## config.mk

```make
export PLATFORM = sky130hd
export DESIGN_NAME = midi_track_event_parser
export DESIGN_NICKNAME = d
export VERILOG_FILES = /design/src/rtl/core/mtep_pkg.sv /design/src/rtl/core/midi_track_event_parser.sv /design/src/rtl/core/mtep_parser.sv
export SDC_FILE = /design/constraint.sdc
export NUM_CORES = 1
export LEC_CHECK = 0
export BUFFER_PORTS_ARGS = -buffer_cell sky130_fd_sc_hd__buf_2
export CORE_ASPECT_RATIO = 1.4
export CORE_MARGIN = 2
export CORE_UTILIZATION = 50
export DETAILED_ROUTE_END_ITERATION = 6
export GPL_TIMING_DRIVEN = 0
export PLACE_DENSITY_LB_ADDON = 0.2
export SLEW_MARGIN = 10
export SYNTH_ARGS = -nofsm -noshare
export SYNTH_HDL_FRONTEND = slang
export SYNTH_SLANG_ARGS = --single-unit
export TNS_END_PERCENT = 1
```

## constraint.sdc

```tcl
create_clock -name clock -period 16.9 [get_ports clock]
set_input_delay 0.845 -clock clock [delete_from_list [all_inputs] [get_ports clock]]
set_output_delay 0.845 -clock clock [all_outputs]
set_load 0.1 [all_outputs]
```

## src/rtl/core/mtep_pkg.sv

```systemverilog
package mtep_pkg;

   localparam int TICK_WIDTH_DEFAULT = 32;

   // result kinds
   localparam logic [1:0] KIND_CHANNEL   = 2'd0;
   localparam logic [1:0] KIND_TEMPO     = 2'd1;
   localparam logic [1:0] KIND_END       = 2'd2;
   localparam logic [1:0] KIND_TRUNCATED = 2'd3;

   // status bytes and meta types
   localparam logic [7:0] STATUS_META    = 8'hFF;
   localparam logic [7:0] STATUS_SYSEX   = 8'hF0;
   localparam logic [7:0] STATUS_ESCAPE  = 8'hF7;
   localparam logic [7:0] META_TEMPO     = 8'h51;
   localparam logic [7:0] META_END       = 8'h2F;

   // upper nibble of channel status
   localparam logic [3:0] CMD_NOTE_OFF   = 4'h8;
   localparam logic [3:0] CMD_NOTE_ON    = 4'h9;
   localparam logic [3:0] CMD_POLY_AT    = 4'hA;
   localparam logic [3:0] CMD_CONTROL    = 4'hB;
   localparam logic [3:0] CMD_PROGRAM    = 4'hC;
   localparam logic [3:0] CMD_PITCH_BEND = 4'hE;

   localparam logic [31:0] TEMPO_META_LEN = 32'd3;

   typedef struct packed {
      logic [7:0] track_byte;
      logic       last_in_track;
      logic       start_of_track;
   } item_type;

   typedef struct packed {
      logic        valid;
      logic [1:0]  event_kind;
      logic [7:0]  status_byte;
      logic [6:0]  first_data;
      logic [6:0]  second_data;
      logic [1:0]  byte_count;
      logic [31:0] event_tick;
      logic [23:0] tempo_value;
   } result_type;

endpackage

```

## src/rtl/core/midi_track_event_parser.sv

```systemverilog
// A byte transferred into the input register is parsed combinationally from it, and
// its result, if any, is loaded into the rsp_ register (rsp_valid high) as the step commits.
// Throughput: one byte per cycle while no result is stalled; each byte is a single
// combinational parse step. A result held by rsp_ready low blocks every parse step
// until it is transferred. Reset (synchronous, active high) empties both registers and
// returns the parser to expecting a delta time at tick zero with running status cleared.
module midi_track_event_parser
   import mtep_pkg::*;
#(
   parameter int TICK_WIDTH = TICK_WIDTH_DEFAULT
) (
   input  logic        clock,
   input  logic        reset,
   input  logic        req_valid,
   output logic        req_ready,
   input  logic [7:0]  req_track_byte,
   input  logic        req_last_in_track,
   input  logic        req_start_of_track,
   output logic        rsp_valid,
   input  logic        rsp_ready,
   output logic [1:0]  rsp_event_kind,
   output logic [7:0]  rsp_status_byte,
   output logic [6:0]  rsp_first_data,
   output logic [6:0]  rsp_second_data,
   output logic [1:0]  rsp_byte_count,
   output logic [31:0] rsp_event_tick,
   output logic [23:0] rsp_tempo_value
);

   // input register: one byte waiting for its parse step
   logic       in_valid_ff, in_valid_in;
   item_type   item_ff, item_in;

   // result register: while it holds a stalled result, no parse step commits,
   // whether or not that step would emit
   logic       out_valid_ff, out_valid_in;
   result_type out_ff, out_in;

   result_type step_result;
   logic       advance;

   // the parse step commits only when the result register can take its output
   assign advance   = in_valid_ff && (!out_valid_ff || rsp_ready);
   assign req_ready = !in_valid_ff || advance;

   always_comb begin
      in_valid_in = in_valid_ff;
      item_in     = item_ff;
      if (req_valid && req_ready) begin
         in_valid_in            = 1'b1;
         item_in.track_byte     = req_track_byte;
         item_in.last_in_track  = req_last_in_track;
         item_in.start_of_track = req_start_of_track;
      end else if (advance) begin
         in_valid_in = 1'b0;
      end
   end

   mtep_parser #(
      .TICK_WIDTH (TICK_WIDTH)
   ) u_parser (
      .clock   (clock),
      .reset   (reset),
      .advance (advance),
      .item    (item_ff),
      .result  (step_result)
   );

   always_comb begin
      out_valid_in = out_valid_ff;
      out_in       = out_ff;
      if (out_valid_ff && rsp_ready) begin
         out_valid_in = 1'b0;
      end
      // steps with no result pass through without touching the register
      if (advance && step_result.valid) begin
         out_valid_in = 1'b1;
         out_in       = step_result;
      end
   end

   always_ff @(posedge clock) begin
      if (reset) begin
         in_valid_ff  <= 1'b0;
         out_valid_ff <= 1'b0;
      end else begin
         in_valid_ff  <= in_valid_in;
         out_valid_ff <= out_valid_in;
      end
   end

   always_ff @(posedge clock) begin
      item_ff <= item_in;
      out_ff  <= out_in;
   end

   assign rsp_valid       = out_valid_ff;
   assign rsp_event_kind  = out_ff.event_kind;
   assign rsp_status_byte = out_ff.status_byte;
   assign rsp_first_data  = out_ff.first_data;
   assign rsp_second_data = out_ff.second_data;
   assign rsp_byte_count  = out_ff.byte_count;
   assign rsp_event_tick  = out_ff.event_tick;
   assign rsp_tempo_value = out_ff.tempo_value;

endmodule

```

## src/rtl/core/mtep_parser.sv

```systemverilog
module mtep_parser
   import mtep_pkg::*;
#(
   parameter int TICK_WIDTH = TICK_WIDTH_DEFAULT
) (
   input  logic       clock,
   input  logic       reset,
   input  logic       advance,
   input  item_type   item,
   output result_type result
);

   localparam logic [3:0] PH_DELTA     = 4'd0;
   localparam logic [3:0] PH_STATUS    = 4'd1;
   localparam logic [3:0] PH_META_TYPE = 4'd2;
   localparam logic [3:0] PH_META_LEN  = 4'd3;
   localparam logic [3:0] PH_META_DATA = 4'd4;
   localparam logic [3:0] PH_SYX_LEN   = 4'd5;
   localparam logic [3:0] PH_SYX_DATA  = 4'd6;
   localparam logic [3:0] PH_DATA1     = 4'd7;
   localparam logic [3:0] PH_DATA2     = 4'd8;
   localparam logic [3:0] PH_IDLE      = 4'd9;

   logic [3:0]            phase_ff, phase_in, cur_phase, eff_phase;
   logic [7:0]            rstat_ff, rstat_in, cur_rstat;
   logic [31:0]           vlq_ff, vlq_in, cur_vlq, vlq_next;
   logic [TICK_WIDTH-1:0] tick_ff, tick_in, cur_tick;
   logic [7:0]            meta_ff, meta_in, cur_meta;
   logic [31:0]           remain_ff, remain_in, cur_remain, remain_dec;
   logic [23:0]           tempo_ff, tempo_in, cur_tempo;
   logic [6:0]            held_ff, held_in, cur_held;
   logic                  capture_ff, capture_in, cur_capture;
   logic [63:0]           tick_wide;
   logic [3:0]            cmd;
   logic                  complete, ended;
   logic [7:0]            b;

   function automatic logic [3:0] phase_after(input logic [7:0] s);
      if (s == STATUS_META) begin
         return PH_META_TYPE;
      end else if (s == STATUS_SYSEX || s == STATUS_ESCAPE) begin
         return PH_SYX_LEN;
      end else begin
         return PH_DATA1;
      end
   endfunction

   always_comb begin
      b = item.track_byte;
      // restart flag clears state ahead of this byte
      if (item.start_of_track) begin
         cur_phase   = PH_DELTA;
         cur_rstat   = '0;
         cur_vlq     = '0;
         cur_tick    = '0;
         cur_meta    = '0;
         cur_remain  = '0;
         cur_tempo   = '0;
         cur_held    = '0;
         cur_capture = 1'b0;
      end else begin
         cur_phase   = phase_ff;
         cur_rstat   = rstat_ff;
         cur_vlq     = vlq_ff;
         cur_tick    = tick_ff;
         cur_meta    = meta_ff;
         cur_remain  = remain_ff;
         cur_tempo   = tempo_ff;
         cur_held    = held_ff;
         cur_capture = capture_ff;
      end

      phase_in   = cur_phase;
      rstat_in   = cur_rstat;
      vlq_in     = cur_vlq;
      tick_in    = cur_tick;
      meta_in    = cur_meta;
      remain_in  = cur_remain;
      tempo_in   = cur_tempo;
      held_in    = cur_held;
      capture_in = cur_capture;

      result = '0;
      complete = 1'b0;
      ended = 1'b0;
      cmd = cur_rstat[7:4];
      vlq_next = {cur_vlq[24:0], b[6:0]};
      remain_dec = cur_remain - 32'd1;

      // data byte in status position: running status, same byte re-parsed
      if (cur_phase == PH_STATUS && !b[7]) begin
         eff_phase = phase_after(cur_rstat);
      end else begin
         eff_phase = cur_phase;
      end
      if (cur_phase == PH_STATUS) begin
         vlq_in = '0;
      end

      if (cur_phase >= PH_IDLE) begin
         phase_in = PH_IDLE;
      end else begin
         case (eff_phase)
            PH_DELTA: begin
               if (b[7]) begin
                  vlq_in = vlq_next;
               end else begin
                  tick_in  = cur_tick + TICK_WIDTH'(vlq_next);
                  vlq_in   = '0;
                  phase_in = PH_STATUS;
               end
            end
            PH_STATUS: begin
               rstat_in = b;
               phase_in = phase_after(b);
            end
            PH_META_TYPE: begin
               meta_in  = b;
               vlq_in   = '0;
               phase_in = PH_META_LEN;
            end
            PH_META_LEN: begin
               if (b[7]) begin
                  vlq_in = vlq_next;
               end else begin
                  remain_in  = vlq_next;
                  vlq_in     = '0;
                  capture_in = (cur_meta == META_TEMPO) && (vlq_next == TEMPO_META_LEN);
                  tempo_in   = '0;
                  phase_in   = PH_META_DATA;
                  // a zero-length tempo never captures, so only end of track here
                  if (vlq_next == '0) begin
                     complete = 1'b1;
                     capture_in = 1'b0;
                     if (cur_meta == META_END) begin
                        result.valid      = 1'b1;
                        result.event_kind = KIND_END;
                        ended = 1'b1;
                     end
                  end
               end
            end
            PH_META_DATA: begin
               if (cur_capture) begin
                  tempo_in = {cur_tempo[15:0], b};
               end
               remain_in = remain_dec;
               if (remain_dec == '0) begin
                  complete = 1'b1;
                  capture_in = 1'b0;
                  if (cur_capture) begin
                     result.valid       = 1'b1;
                     result.event_kind  = KIND_TEMPO;
                     result.tempo_value = {cur_tempo[15:0], b};
                  end else if (cur_meta == META_END) begin
                     result.valid      = 1'b1;
                     result.event_kind = KIND_END;
                     ended = 1'b1;
                  end
               end
            end
            PH_SYX_LEN: begin
               if (b[7]) begin
                  vlq_in = vlq_next;
               end else begin
                  remain_in = vlq_next;
                  vlq_in    = '0;
                  if (vlq_next == '0) begin
                     complete = 1'b1;
                  end else begin
                     phase_in = PH_SYX_DATA;
                  end
               end
            end
            PH_SYX_DATA: begin
               remain_in = remain_dec;
               if (remain_dec == '0) begin
                  complete = 1'b1;
               end
            end
            PH_DATA1: begin
               if (cmd == CMD_NOTE_OFF || cmd == CMD_NOTE_ON || cmd == CMD_POLY_AT ||
                   cmd == CMD_CONTROL || cmd == CMD_PITCH_BEND) begin
                  held_in  = b[6:0];
                  phase_in = PH_DATA2;
               end else begin
                  complete = 1'b1;
                  if (cmd == CMD_PROGRAM) begin
                     result.valid       = 1'b1;
                     result.event_kind  = KIND_CHANNEL;
                     result.status_byte = cur_rstat;
                     result.first_data  = b[6:0];
                     result.byte_count  = 2'd2;
                  end
               end
            end
            PH_DATA2: begin
               complete = 1'b1;
               if (cmd == CMD_NOTE_OFF || cmd == CMD_NOTE_ON || cmd == CMD_CONTROL) begin
                  result.valid       = 1'b1;
                  result.event_kind  = KIND_CHANNEL;
                  result.status_byte = cur_rstat;
                  result.first_data  = cur_held;
                  result.second_data = b[6:0];
                  result.byte_count  = 2'd3;
               end
            end
            default: begin
               phase_in = PH_IDLE;
            end
         endcase

         if (eff_phase <= PH_DATA2) begin
            if (ended) begin
               phase_in = PH_IDLE;
            end else if (complete) begin
               vlq_in   = '0;
               phase_in = item.last_in_track ? PH_IDLE : PH_DELTA;
            end else if (item.last_in_track) begin
               phase_in          = PH_IDLE;
               result            = '0;
               result.valid      = 1'b1;
               result.event_kind = KIND_TRUNCATED;
            end
         end
      end

      tick_wide = 64'(tick_in);
      result.event_tick = tick_wide[31:0];
   end

   always_ff @(posedge clock) begin
      if (reset) begin
         phase_ff   <= PH_DELTA;
         rstat_ff   <= '0;
         vlq_ff     <= '0;
         tick_ff    <= '0;
         meta_ff    <= '0;
         remain_ff  <= '0;
         tempo_ff   <= '0;
         held_ff    <= '0;
         capture_ff <= 1'b0;
      end else if (advance) begin
         phase_ff   <= phase_in;
         rstat_ff   <= rstat_in;
         vlq_ff     <= vlq_in;
         tick_ff    <= tick_in;
         meta_ff    <= meta_in;
         remain_ff  <= remain_in;
         tempo_ff   <= tempo_in;
         held_ff    <= held_in;
         capture_ff <= capture_in;
      end
   end

endmodule

```

==> flow_metrics.env, run 1 <==
export IMPL_cts_resized=0
export IMPL_drt_pass1_iter_count=6
export IMPL_synth_ff_type="dfxtp_1"
export IMPL_cts_buffer_depth=3
export IMPL_netlist_area_um2=12800
export IMPL_syn2layout_area_growth_pct=13.8
export IMPL_grt_start_max_net_pins=25
export IMPL_clock_skew_ps=19.0
export IMPL_min_path_type="reg2reg"
export IMPL_maxCapViolCount=0
export IMPL_numClockSinks=227
export IMPL_grt_pass1_wl_mm=68.0
export IMPL_io_pins=98
export IMPL_nets=1617
export IMPL_htree_levels=1
export IMPL_drive_gt1_share_pct=11.8
export IMPL_tns_ps=0
export IMPL_final_core_util_pct=57.6
export IMPL_yosys_area_share_xor_xnor_pct=2.39
export IMPL_die_x_um=139
export IMPL_hold_viol=0
export IMPL_max_slew_margin_rel_pct=20.4
export IMPL_drc=0
export IMPL_ys_types=80
export IMPL_powerDensity_nw_per_um2=86.7
export IMPL_antenna_found_initial=0
export IMPL_cp_data_required_time_ps=17130
export IMPL_cts_hold_buf=0
export IMPL_postSynthNetCount=1490
export IMPL_final_area_um2=14600
export IMPL_holdWs_ps=449
export IMPL_synth_cells=1442
export IMPL_synth_top_cell_by_area="edfxtp_1"
export IMPL_vdd_ir_drop_max_uv=96.8
export IMPL_core_area_um2=25300
export IMPL_fin_crit_sh_pct=47.2
export IMPL_synth_edf_count=92
export IMPL_synth_top_family_by_area="simple AND/OR/NAND/NOR gates"
export IMPL_synthTopCellsByCount="nor2_1 (175), dfxtp_1 (135), nand2_1 (115), edfxtp_1 (92), o21ai_0 (85)"
export IMPL_place_congestion=0.995
export IMPL_track_usage_pct=32.4
export IMPL_clock_latency_ps=540
export IMPL_period_minus_slack_ps=7980
export IMPL_ys_ff_latch=227
export IMPL_cp_arrival_ps=8210
export IMPL_synthSimpleGateAreaFrac_pct=22.9
export IMPL_yosysTopAreaCellShare_pct=21.6
export IMPL_fillers=2319
export IMPL_endpoint_kind="flip-flop"
export IMPL_synth_compound_area_share_pct=22.6
export IMPL_rsz0062_at_grt="false"
export IMPL_synth_fa_ha_area_share_pct=3.38
export IMPL_async_flop_share_pct=0
export IMPL_synthTopCellsByArea="edfxtp_1 (22%), dfxtp_1 (21%), nor2_1 (5.1%)"
export IMPL_antenna_left=0
export IMPL_port_buffers=96
export IMPL_die_h_um=193
export IMPL_place_hpwl_mm=33.0
export IMPL_cp_start_kind="flip-flop"
export IMPL_yosysWarnings=0
export IMPL_synth_area_per_cell_um2=8.88
export IMPL_worst_slew_pin_slew_ps=1190
export IMPL_p_leak_nw=5.64
export IMPL_path_class="reg2reg"
export IMPL_diodes=0
export IMPL_cts_tree="done"
export IMPL_dieArea_um2=26900
export IMPL_root_buffer="clkbuf_16"
export IMPL_synth_most_common_cell="nor2_1"
export IMPL_synth_mux_area_share_pct=2.36
export IMPL_clk_pin_slew_ps=60
export IMPL_ys_seq_area_share_pct=42.7
export IMPL_slew_viol_final=0
export IMPL_status="completed"
export IMPL_crit_fanout=23
export IMPL_fmax_mhz=125
export IMPL_cts_setup_buffers=0
export IMPL_dpl_cell_area_um2=13800
export IMPL_drtIter0Drc=1411
export IMPL_wl_mm=45.0
export IMPL_rows=69
export IMPL_power_mw=1.26
export IMPL_cts_buffers=24
export IMPL_vias_per_cell=6.51
export IMPL_grt_pass1_vias=11900
export IMPL_start_util_pct=50.6
export IMPL_setup_viol=0
export IMPL_overflow=0
export IMPL_wl_per_cell_um=23.6
export IMPL_routed_via_count=12400
-- routing by layer --
| metal | global-route usage [%] | vias up | wire length (µm) |
|---|---|---|---|
| li1 | - | 5610 | - |
| met3 | 4.41 | 223 | 3760 |
| met5 | 0 | - | 0 |
| met1 | 37.4 | 5856 | 16300 |
| met2 | 54.7 | 716 | 21200 |
| met4 | 23.3 | 0 | 3770 |
-- state kept, by name, indices dropped and copies added (netlist names) --
register,count
u_parser.remain_ff,32
item_ff,10
rsp_byte_count,2
u_parser.tempo_ff,16
rsp_valid,1
u_parser.tick_ff,32
u_parser.rstat_ff,8
u_parser.meta_ff,8
rsp_event_kind,2
u_parser.capture_ff,1
rsp_tempo_value,24
in_valid_ff,1
u_parser.held_ff,7
rsp_first_data,7
rsp_event_tick,32
rsp_status_byte,8
u_parser.phase_ff,4
rsp_second_data,7
u_parser.vlq_ff,25
-- worst max-delay path: stages, from the launching register on --
cell and delay (ps):
edfxtp_1 570, clkbuf_1 380, inv_1 210, clkbuf_1 530, clkbuf_1 580, clkbuf_1 710, nand2_1 220, ha_1 250
clkbuf_1 290, inv_1 340, nor4b_1 200, o311a_1 320, a2111oi_1 940, nand2_1 260, nor4_4 690, a211oi_1 230
a21oi_4 490, buf_16 220, buf_16 180
-- power by group --
group | leakage (nW) | total [mW] | switching [mW] | internal, mW
sequential | 1.94 | 0.589 | 0.00712 | 0.582
combinational | 3.34 | 0.170 | 0.132 | 0.0371
clock | 0.359 | 0.504 | 0.231 | 0.273
-- cell type report --
type                       instances  area [µm²]  area share (%)
multi-input combinational       1096        6880            47.2
sequential                       227        5470            37.5
clock buffer                      28         636            4.36
timing repair buffer             101         598            4.11
tap                              319         399            2.74
buffer                            93         377            2.59
clock inverter                    16         115           0.790
inverter                          26        97.6           0.670
-- stage by stage --
stage	worst slack (ps)	instances
after floorplan	10380	1442
after global placement	6850	1857
after detailed placement	9360	1862
after CTS	9320	1906
after global routing	8900	1906
final	8920	1906
-- path summary, 6_finish.rpt --
kind	cells after the start	start	slack, ps	to
worst min register to register	2	u_parser.tick_ff[7]	450	u_parser.tick_ff[7]
worst max register to register	18	item_ff[0]	8920	rsp_event_tick[25]
worst min-delay path	2	u_parser.tick_ff[7]	450	u_parser.tick_ff[7]
worst max-delay path	18	item_ff[0]	8920	rsp_event_tick[25]
-- layout by cell type, fill, tap and decap left out, drive strengths merged, types with 6 or more instances in the layout --
master,Yosys,final
a21oi,79,79
o21bai,6,6
clkinv,1,12
or4,6,6
o211ai,6,6
dfxtp,135,135
o22ai,16,16
a22oi,63,63
nor2b,69,69
mux2i,20,20
mux2,9,9
inv,25,26
o31ai,8,8
nor3,42,42
clkbuf,83,111
or2,6,6
or3,14,14
and3,35,35
a31o,6,6
o21a,11,11
edfxtp,92,92
nand2,115,115
and2,22,22
nor2,175,175
a31oi,12,12
o21ai,90,90
xnor2,21,21
nand4,21,21
a21o,26,26
nand2b,8,8
a22o,36,36
xor2,14,14
ha,33,33
nor4,19,19
buf,10,111
nand3,23,23
a211oi,12,12
-- kinds of logic after synthesis --
group           after synthesis
fa+ha+maj                    34
compound gates              423
flops                       227
simple gates                575
xor+xnor                     35
buf+inv                     119
mux                          29
(Power assumes the default switching activity.)
==> run 2, diff against run 1 <==
- ABC_AREA: unset -> 1
- clock period: 16.9 -> 7.3 ns (I/O delays scaled with it)
==> run 2 against run 1 <==
  * Via count grew 24%
  * Critical path depth grew 2
  * The flow now finishes with violations (design-rule violations)
  * Routed wire length grew 20%
  * Design area grew 15%
  * First-iteration DRC count shrank 7.4%
==> flow_metrics.env, run 2 <==
export IMPL_synth_cells=2095
export IMPL_fin_crit_sh_pct=75.7
export IMPL_crit_path_end="rsp_event_tick[26]"
export IMPL_nets=2275
export IMPL_cts_resized=0
export IMPL_holdWs_ps=16.8
export IMPL_die_x_um=150
export IMPL_maxCapViolCount=0
export IMPL_powerDensity_nw_per_um2=205
export IMPL_fillers=2905
export IMPL_cp_arrival_ps=5830
export IMPL_io_pins=98
export IMPL_overflow=0
export IMPL_cp_start_kind="flip-flop"
export IMPL_vdd_ir_drop_max_uv=188
export IMPL_hold_viol=0
export IMPL_track_usage_pct=33.8
export IMPL_violations="design-rule violations"
export IMPL_start_util_pct=50.9
export IMPL_place_ws_ps=1920
export IMPL_critPathMaxStageDelay_ps=890
export IMPL_grt_pass1_wl_mm=80.9
export IMPL_drtIter0Drc=1306
export IMPL_numClockSinks=227
export IMPL_grt_start_max_net_pins=50
export IMPL_r2r_slack_ps=1770
export IMPL_async_flop_share_pct=0
export IMPL_cp_data_required_time_ps=7610
export IMPL_synth_area_per_cell_um2=7.11
export IMPL_clk_pin_slew_ps=60
export IMPL_drt_pass1_iter_count=7
export IMPL_antenna_left=0
export IMPL_port_buffers=96
export IMPL_synth_edf_count=92
export IMPL_crit_path_start="item_ff[0]"
export IMPL_slew_viol_final=0
export IMPL_clock_latency_ps=560
export IMPL_cts_buffers=25
export IMPL_setup_viol=0
export IMPL_finalWorstSetupSlack_ps=1770
export IMPL_cts_hold_buf=8
export IMPL_path_class="reg2reg"
export IMPL_wl_per_cell_um=20.5
export IMPL_cts_tree="done"
export IMPL_synth_ff_type="dfxtp_1"
export IMPL_ys_ff_latch=227
export IMPL_dp_cells=2572
export IMPL_antenna_found_initial=0
export IMPL_worst_r2r_endpoint="rsp_event_tick[26]"
export IMPL_synthTopCellsByCount="nand2_1 (433), inv_1 (269), nor2_1 (209), o21ai_0 (200), a21oi_1 (177)"
export IMPL_diodes=0
export IMPL_crit_cells=20
export IMPL_final_area_um2=16800
export IMPL_r2r_start="item_ff[0]"
export IMPL_crit_chain="buf_6 -> buf_4 -> buf_4 -> clkbuf_1 -> buf_1 -> clkbuf_1 -> nor2_1 -> ha_1 -> nand2_1 -> nor2_1 -> inv_1 -> nor3_1 -> o211ai_1 -> nand3_1 -> nand2_1 -> o211ai_1 -> and2_1 -> o21ai_0 -> o21ai_1 -> inv_1"
export IMPL_mostFrequentLayoutCell="nand2_1"
export IMPL_crit_fanout=10
export IMPL_critical_path_top_delay_family="buffers and inverters"
export IMPL_instances_no_fill=2626
export IMPL_yosysTopAreaCellShare_pct=18.5
export IMPL_rows=74
export IMPL_synth_most_common_cell="nand2_1"
export IMPL_worst_path_buf_inv=8
export IMPL_netlist_area_um2=14900
export IMPL_ys_seq_area_share_pct=36.7
export IMPL_dieArea_um2=31200
export IMPL_place_congestion=0.992
export IMPL_min_path_type="in2reg"
export IMPL_synth_top_cell_by_area="edfxtp_1"
export IMPL_tns_ps=0
export IMPL_mostFrequentLayoutCells="nand2_1 (433), inv_1 (268), nor2_1 (209)"
export IMPL_drc=2
export IMPL_p_leak_nw=7.28
export IMPL_worst_slew_pin_slew_ps=1110
export IMPL_status="finished, violations left"
export IMPL_reg2reg_depth=20
export IMPL_dpl_cell_area_um2=15900
export IMPL_root_buffer="clkbuf_16"
export IMPL_cts_buffer_depth=3
export IMPL_htree_levels=1
export IMPL_die_h_um=208
export IMPL_yosysWarnings=0
export IMPL_postSynthNetCount=2143
export IMPL_place_hpwl_mm=40.5
export IMPL_wl_mm=53.9
export IMPL_endpoint_kind="flip-flop"
export IMPL_rsz0062_at_grt="false"
export IMPL_ys_types=62
export IMPL_routed_via_count=15300
export IMPL_fmax_mhz=181
export IMPL_grt_pass1_vias=14600
export IMPL_max_slew_margin_rel_pct=26.1
export IMPL_vias_per_cell=5.84
export IMPL_period_minus_slack_ps=5530
export IMPL_crit_slowest_cell="buf_1"
export IMPL_core_area_um2=29300
export IMPL_clock_skew_ps=14.1
export IMPL_synthTopCellsByArea="edfxtp_1 (19%), dfxtp_1 (18%), nand2_1 (11%)"
export IMPL_syn2layout_area_growth_pct=12.6
export IMPL_drive_gt1_share_pct=14.4
export IMPL_cts_setup_buffers=0
[run 2: cell type report]
| type | instances | area (µm²) | area share (%) |
|---|---|---|---|
| Buffer | 98 | 526 | 3.13 |
| Clock buffer | 31 | 648 | 3.86 |
| Clock inverter | 15 | 165 | 0.985 |
| Inverter | 292 | 1110 | 6.59 |
| Multi-Input combinational cell | 1478 | 7810 | 46.5 |
| Sequential cell | 227 | 5470 | 32.6 |
| Tap cell | 380 | 475 | 2.83 |
| Timing Repair Buffer | 105 | 581 | 3.46 |
[run 2: worst min path at each step]
| stage | endpoint | slack (ps) | start | depth (start not counted) |
|---|---|---|---|---|
| finish | item_ff[8] | 20 | req_track_byte[6] | 1 |
| global route | item_ff[9] | 3 | req_track_byte[7] | 1 |
| CTS | item_ff[9] | 3 | req_track_byte[7] | 1 |
| detailed placement | u_parser.phase_ff[1] | 460 | u_parser.phase_ff[1] | 2 |
| global placement | u_parser.held_ff[2] | 450 | u_parser.held_ff[2] | 2 |
| floorplan | u_parser.remain_ff[25] | 440 | u_parser.remain_ff[25] | 2 |
[run 2: cells by family (layout without fill, tap and decap cells)]
kind of cell,after synthesis,count (layout),synth area share [%]
simple gates,886,886,27.7
compound gates,537,537,20.5
xor+xnor,18,18,1.06
flops,227,227,36.7
fa+ha+maj,34,34,2.91
buf+inv,390,541,10.9
mux,3,3,0.227
[run 2: routing by layer]
layer / vias up / track usage [%] / share of wire (%)
met3: 246 / 4.82 / 7.5
met2: 772 / 57.2 / 48
li1: 7256 / - / -
met5: - / 0 / 0
met4: 0 / 23.8 / 7.9
met1: 7070 / 38.8 / 37
[run 2: power breakdown]
part | leakage, nW | switching (mW) | internal, mW
Clock | 0.386 | 0.548 | 0.739
Sequential | 1.91 | 0.0351 | 1.38
Combinational | 4.98 | 0.562 | 0.177
Total | 7.28 | 1.15 | 2.30
[run 2: metrics by stage]
step / power (mW) / util (%)
after floorplan: 1.96 / -
after global placement: 2.15 / 54.2
after detailed placement: 2.16 / 54.3
after CTS: 3.44 / 57.3
after global routing: 3.56 / 57.3
final: 3.44 / 57.3
==> run 3, diff against run 2 <==
- clock period: 7.3 -> 4.6 ns (I/O delays scaled with it)
==> run 3 against run 2 <==
  * The flow still finishes with violations (design-rule violations)
  * Routed wire length down 0.41%
  * Register-to-register slack worse by 1500 ps
  * Count of clock-buffer cells in the layout stayed put
  * Critical path type unchanged
  * Critical endpoint unchanged
==> flow_metrics.env, run 3 (synthesized netlist as in run 2, its figures left out) <==
export IMPL_syn2layout_area_growth_pct=12.9
export IMPL_crit_path_end="rsp_event_tick[26]"
export IMPL_r2r_start="item_ff[0]"
export IMPL_io_pins=98
export IMPL_antenna_left=0
export IMPL_critPathMaxStageDelay_ps=470
export IMPL_vias_per_cell=5.83
export IMPL_crit_fanout=19
export IMPL_rsz0062_at_grt="false"
export IMPL_wl_per_cell_um=20.4
export IMPL_worst_r2r_endpoint="rsp_event_tick[26]"
export IMPL_tns_ps=0
export IMPL_status="finished, violations left"
export IMPL_clock_skew_ps=13.1
export IMPL_setup_viol=0
export IMPL_die_h_um=208
export IMPL_fillers=2899
export IMPL_cts_buffer_depth=3
export IMPL_htree_levels=1
export IMPL_place_congestion=0.992
export IMPL_power_mw=5.47
export IMPL_drt_pass1_iter_count=7
export IMPL_grt_pass1_wl_mm=80.7
export IMPL_hold_viol=0
export IMPL_place_hpwl_mm=40.5
export IMPL_max_slew_margin_rel_pct=35.2
export IMPL_crit_path_start="item_ff[0]"
export IMPL_antenna_found_initial=0
export IMPL_power_switching_mw=1.82
export IMPL_cp_arrival_ps=4640
export IMPL_diodes=0
export IMPL_fin_crit_sh_pct=94.1
export IMPL_vdd_ir_drop_max_uv=299
export IMPL_rows=74
export IMPL_clock_latency_ps=560
export IMPL_maxCapViolCount=0
export IMPL_wl_mm=53.7
export IMPL_cts_tree="done"
export IMPL_clk_pin_slew_ps=60
export IMPL_mostFrequentLayoutCell="nand2_1"
export IMPL_drc=1
export IMPL_place_ws_ps=-784
export IMPL_numClockSinks=227
export IMPL_r2r_slack_ps=270
export IMPL_crit_chain="buf_6 -> buf_4 -> buf_4 -> buf_2 -> clkbuf_2 -> nor2_1 -> ha_1 -> nand2_1 -> nor2_1 -> inv_1 -> nor3_1 -> o211ai_1 -> nand3_1 -> nand2_1 -> o211ai_1 -> and2_1 -> o21ai_0 -> o21ai_1 -> inv_1"
export IMPL_dieArea_um2=31200
export IMPL_seqPwrFrac_pct=41.1
export IMPL_cp_data_required_time_ps=4910
export IMPL_min_path_type="in2reg"
export IMPL_drive_gt1_share_pct=14.6
export IMPL_worst_slew_pin_slew_ps=969
export IMPL_violations="design-rule violations"
export IMPL_slew_viol_final=0
export IMPL_nets=2278
export IMPL_track_usage_pct=33.8
export IMPL_clock_power_share_pct=37.5
export IMPL_drtIter0Drc=1315
export IMPL_p_leak_nw=7.31
export IMPL_routed_via_count=15300
export IMPL_dpl_cell_area_um2=15900
export IMPL_switching_share_pct=33.3
export IMPL_port_buffers=96
export IMPL_cts_buffers=25
export IMPL_reg2reg_depth=19
export IMPL_fmax_mhz=231
export IMPL_finalWorstSetupSlack_ps=273
export IMPL_powerDensity_nw_per_um2=325
export IMPL_intPower_mw=3.65
export IMPL_mostFrequentLayoutCells="nand2_1 (433), inv_1 (268), nor2_1 (209)"
export IMPL_start_util_pct=50.9
export IMPL_overflow=0
export IMPL_root_buffer="clkbuf_16"
export IMPL_core_area_um2=29300
export IMPL_period_minus_slack_ps=4330
export IMPL_path_class="reg2reg"
export IMPL_final_area_um2=16800
export IMPL_grt_pass1_vias=14600
export IMPL_die_x_um=150
export IMPL_endpoint_kind="flip-flop"
export IMPL_combPwrFrac_pct=21.5
export IMPL_crit_slowest_cell="buf_2"
export IMPL_grt_start_max_net_pins=50
export IMPL_cp_start_kind="flip-flop"
==> run 3: changes by cell type in the layout (fill, tap and decap cells not counted), sizes merged <==
cell / delta
dlygate4sd3: +4
buf: -2
clkbuf: +1
==> run 3: worst min path at each step <==
stage | from | to | slack, ps | cells after the start
final | req_track_byte[4] | item_ff[6] | 410 | 2
after floorplan | req_start_of_track | item_ff[0] | 330 | 0
after global routing | req_track_byte[3] | item_ff[5] | 400 | 2
after CTS | req_track_byte[0] | item_ff[2] | 380 | 2
after global placement | req_track_byte[0] | item_ff[2] | 410 | 1
after detailed placement | req_track_byte[0] | item_ff[2] | 410 | 1
==> run 3: power groups by stage <==
| stage | Sequential, mW | Combinational [mW] | Clock, mW |
|---|---|---|---|
| 6_report | 2.25 | 1.17 | 2.05 |
| 5_1_grt | 2.25 | 1.26 | 2.14 |
| 3_5_place_dp | 2.29 | 1.14 | 0 |
| 2_1_floorplan | 2.47 | 0.640 | 0 |
| 4_1_cts | 2.24 | 1.15 | 2.07 |
| 3_3_place_gp | 2.29 | 1.13 | 0 |
==> run 3: critical path: cells and delay by family (launching register included) <==
kind / cells / cell delay (ps)
flops: 1 / 340
fa+ha+maj: 1 / 380
simple gates: 7 / 1070
buf+inv: 7 / 1730
compound gates: 4 / 510
==> run 3: cell type report <==
class	instances	area [µm²]	share of cell area (%)
inverters	292	1110	6.58
multi-input cells	1478	7810	46.4
clock inverters	15	165	0.982
clock buffers	31	648	3.85
well taps	380	475	2.83
plain buffers	97	527	3.13
flip-flops and latches	227	5470	32.5
repair buffers	109	621	3.69
==> run 3: routing by layer <==
layer	share of wire [%]	track usage (%)	wire length, µm
met3	7.7	5.13	4150
met2	48	57.3	25600
met1	37	38.5	19700
met5	0	0	0
met4	7.8	23.4	4170
==> run 3: repair_timing <==
action / CTS / global route
hold endpoints to repair: 12 / 0
buffers inserted: 0 / 0
hold buffers: 12 / 0
gates cloned: 0 / 0
resized for setup: 2 / 9
setup endpoints to repair: 46 / 27
==> run 3: through the flow <==
stage / std cells / util (%) / hold slack, ps
floorplan: 2095 / - / 329
global placement: 2571 / 54.2 / 410
detailed placement: 2572 / 54.3 / 411
CTS: 2629 / 57.5 / 382
global route: 2629 / 57.5 / 396
finish: 2629 / 57.5 / 410
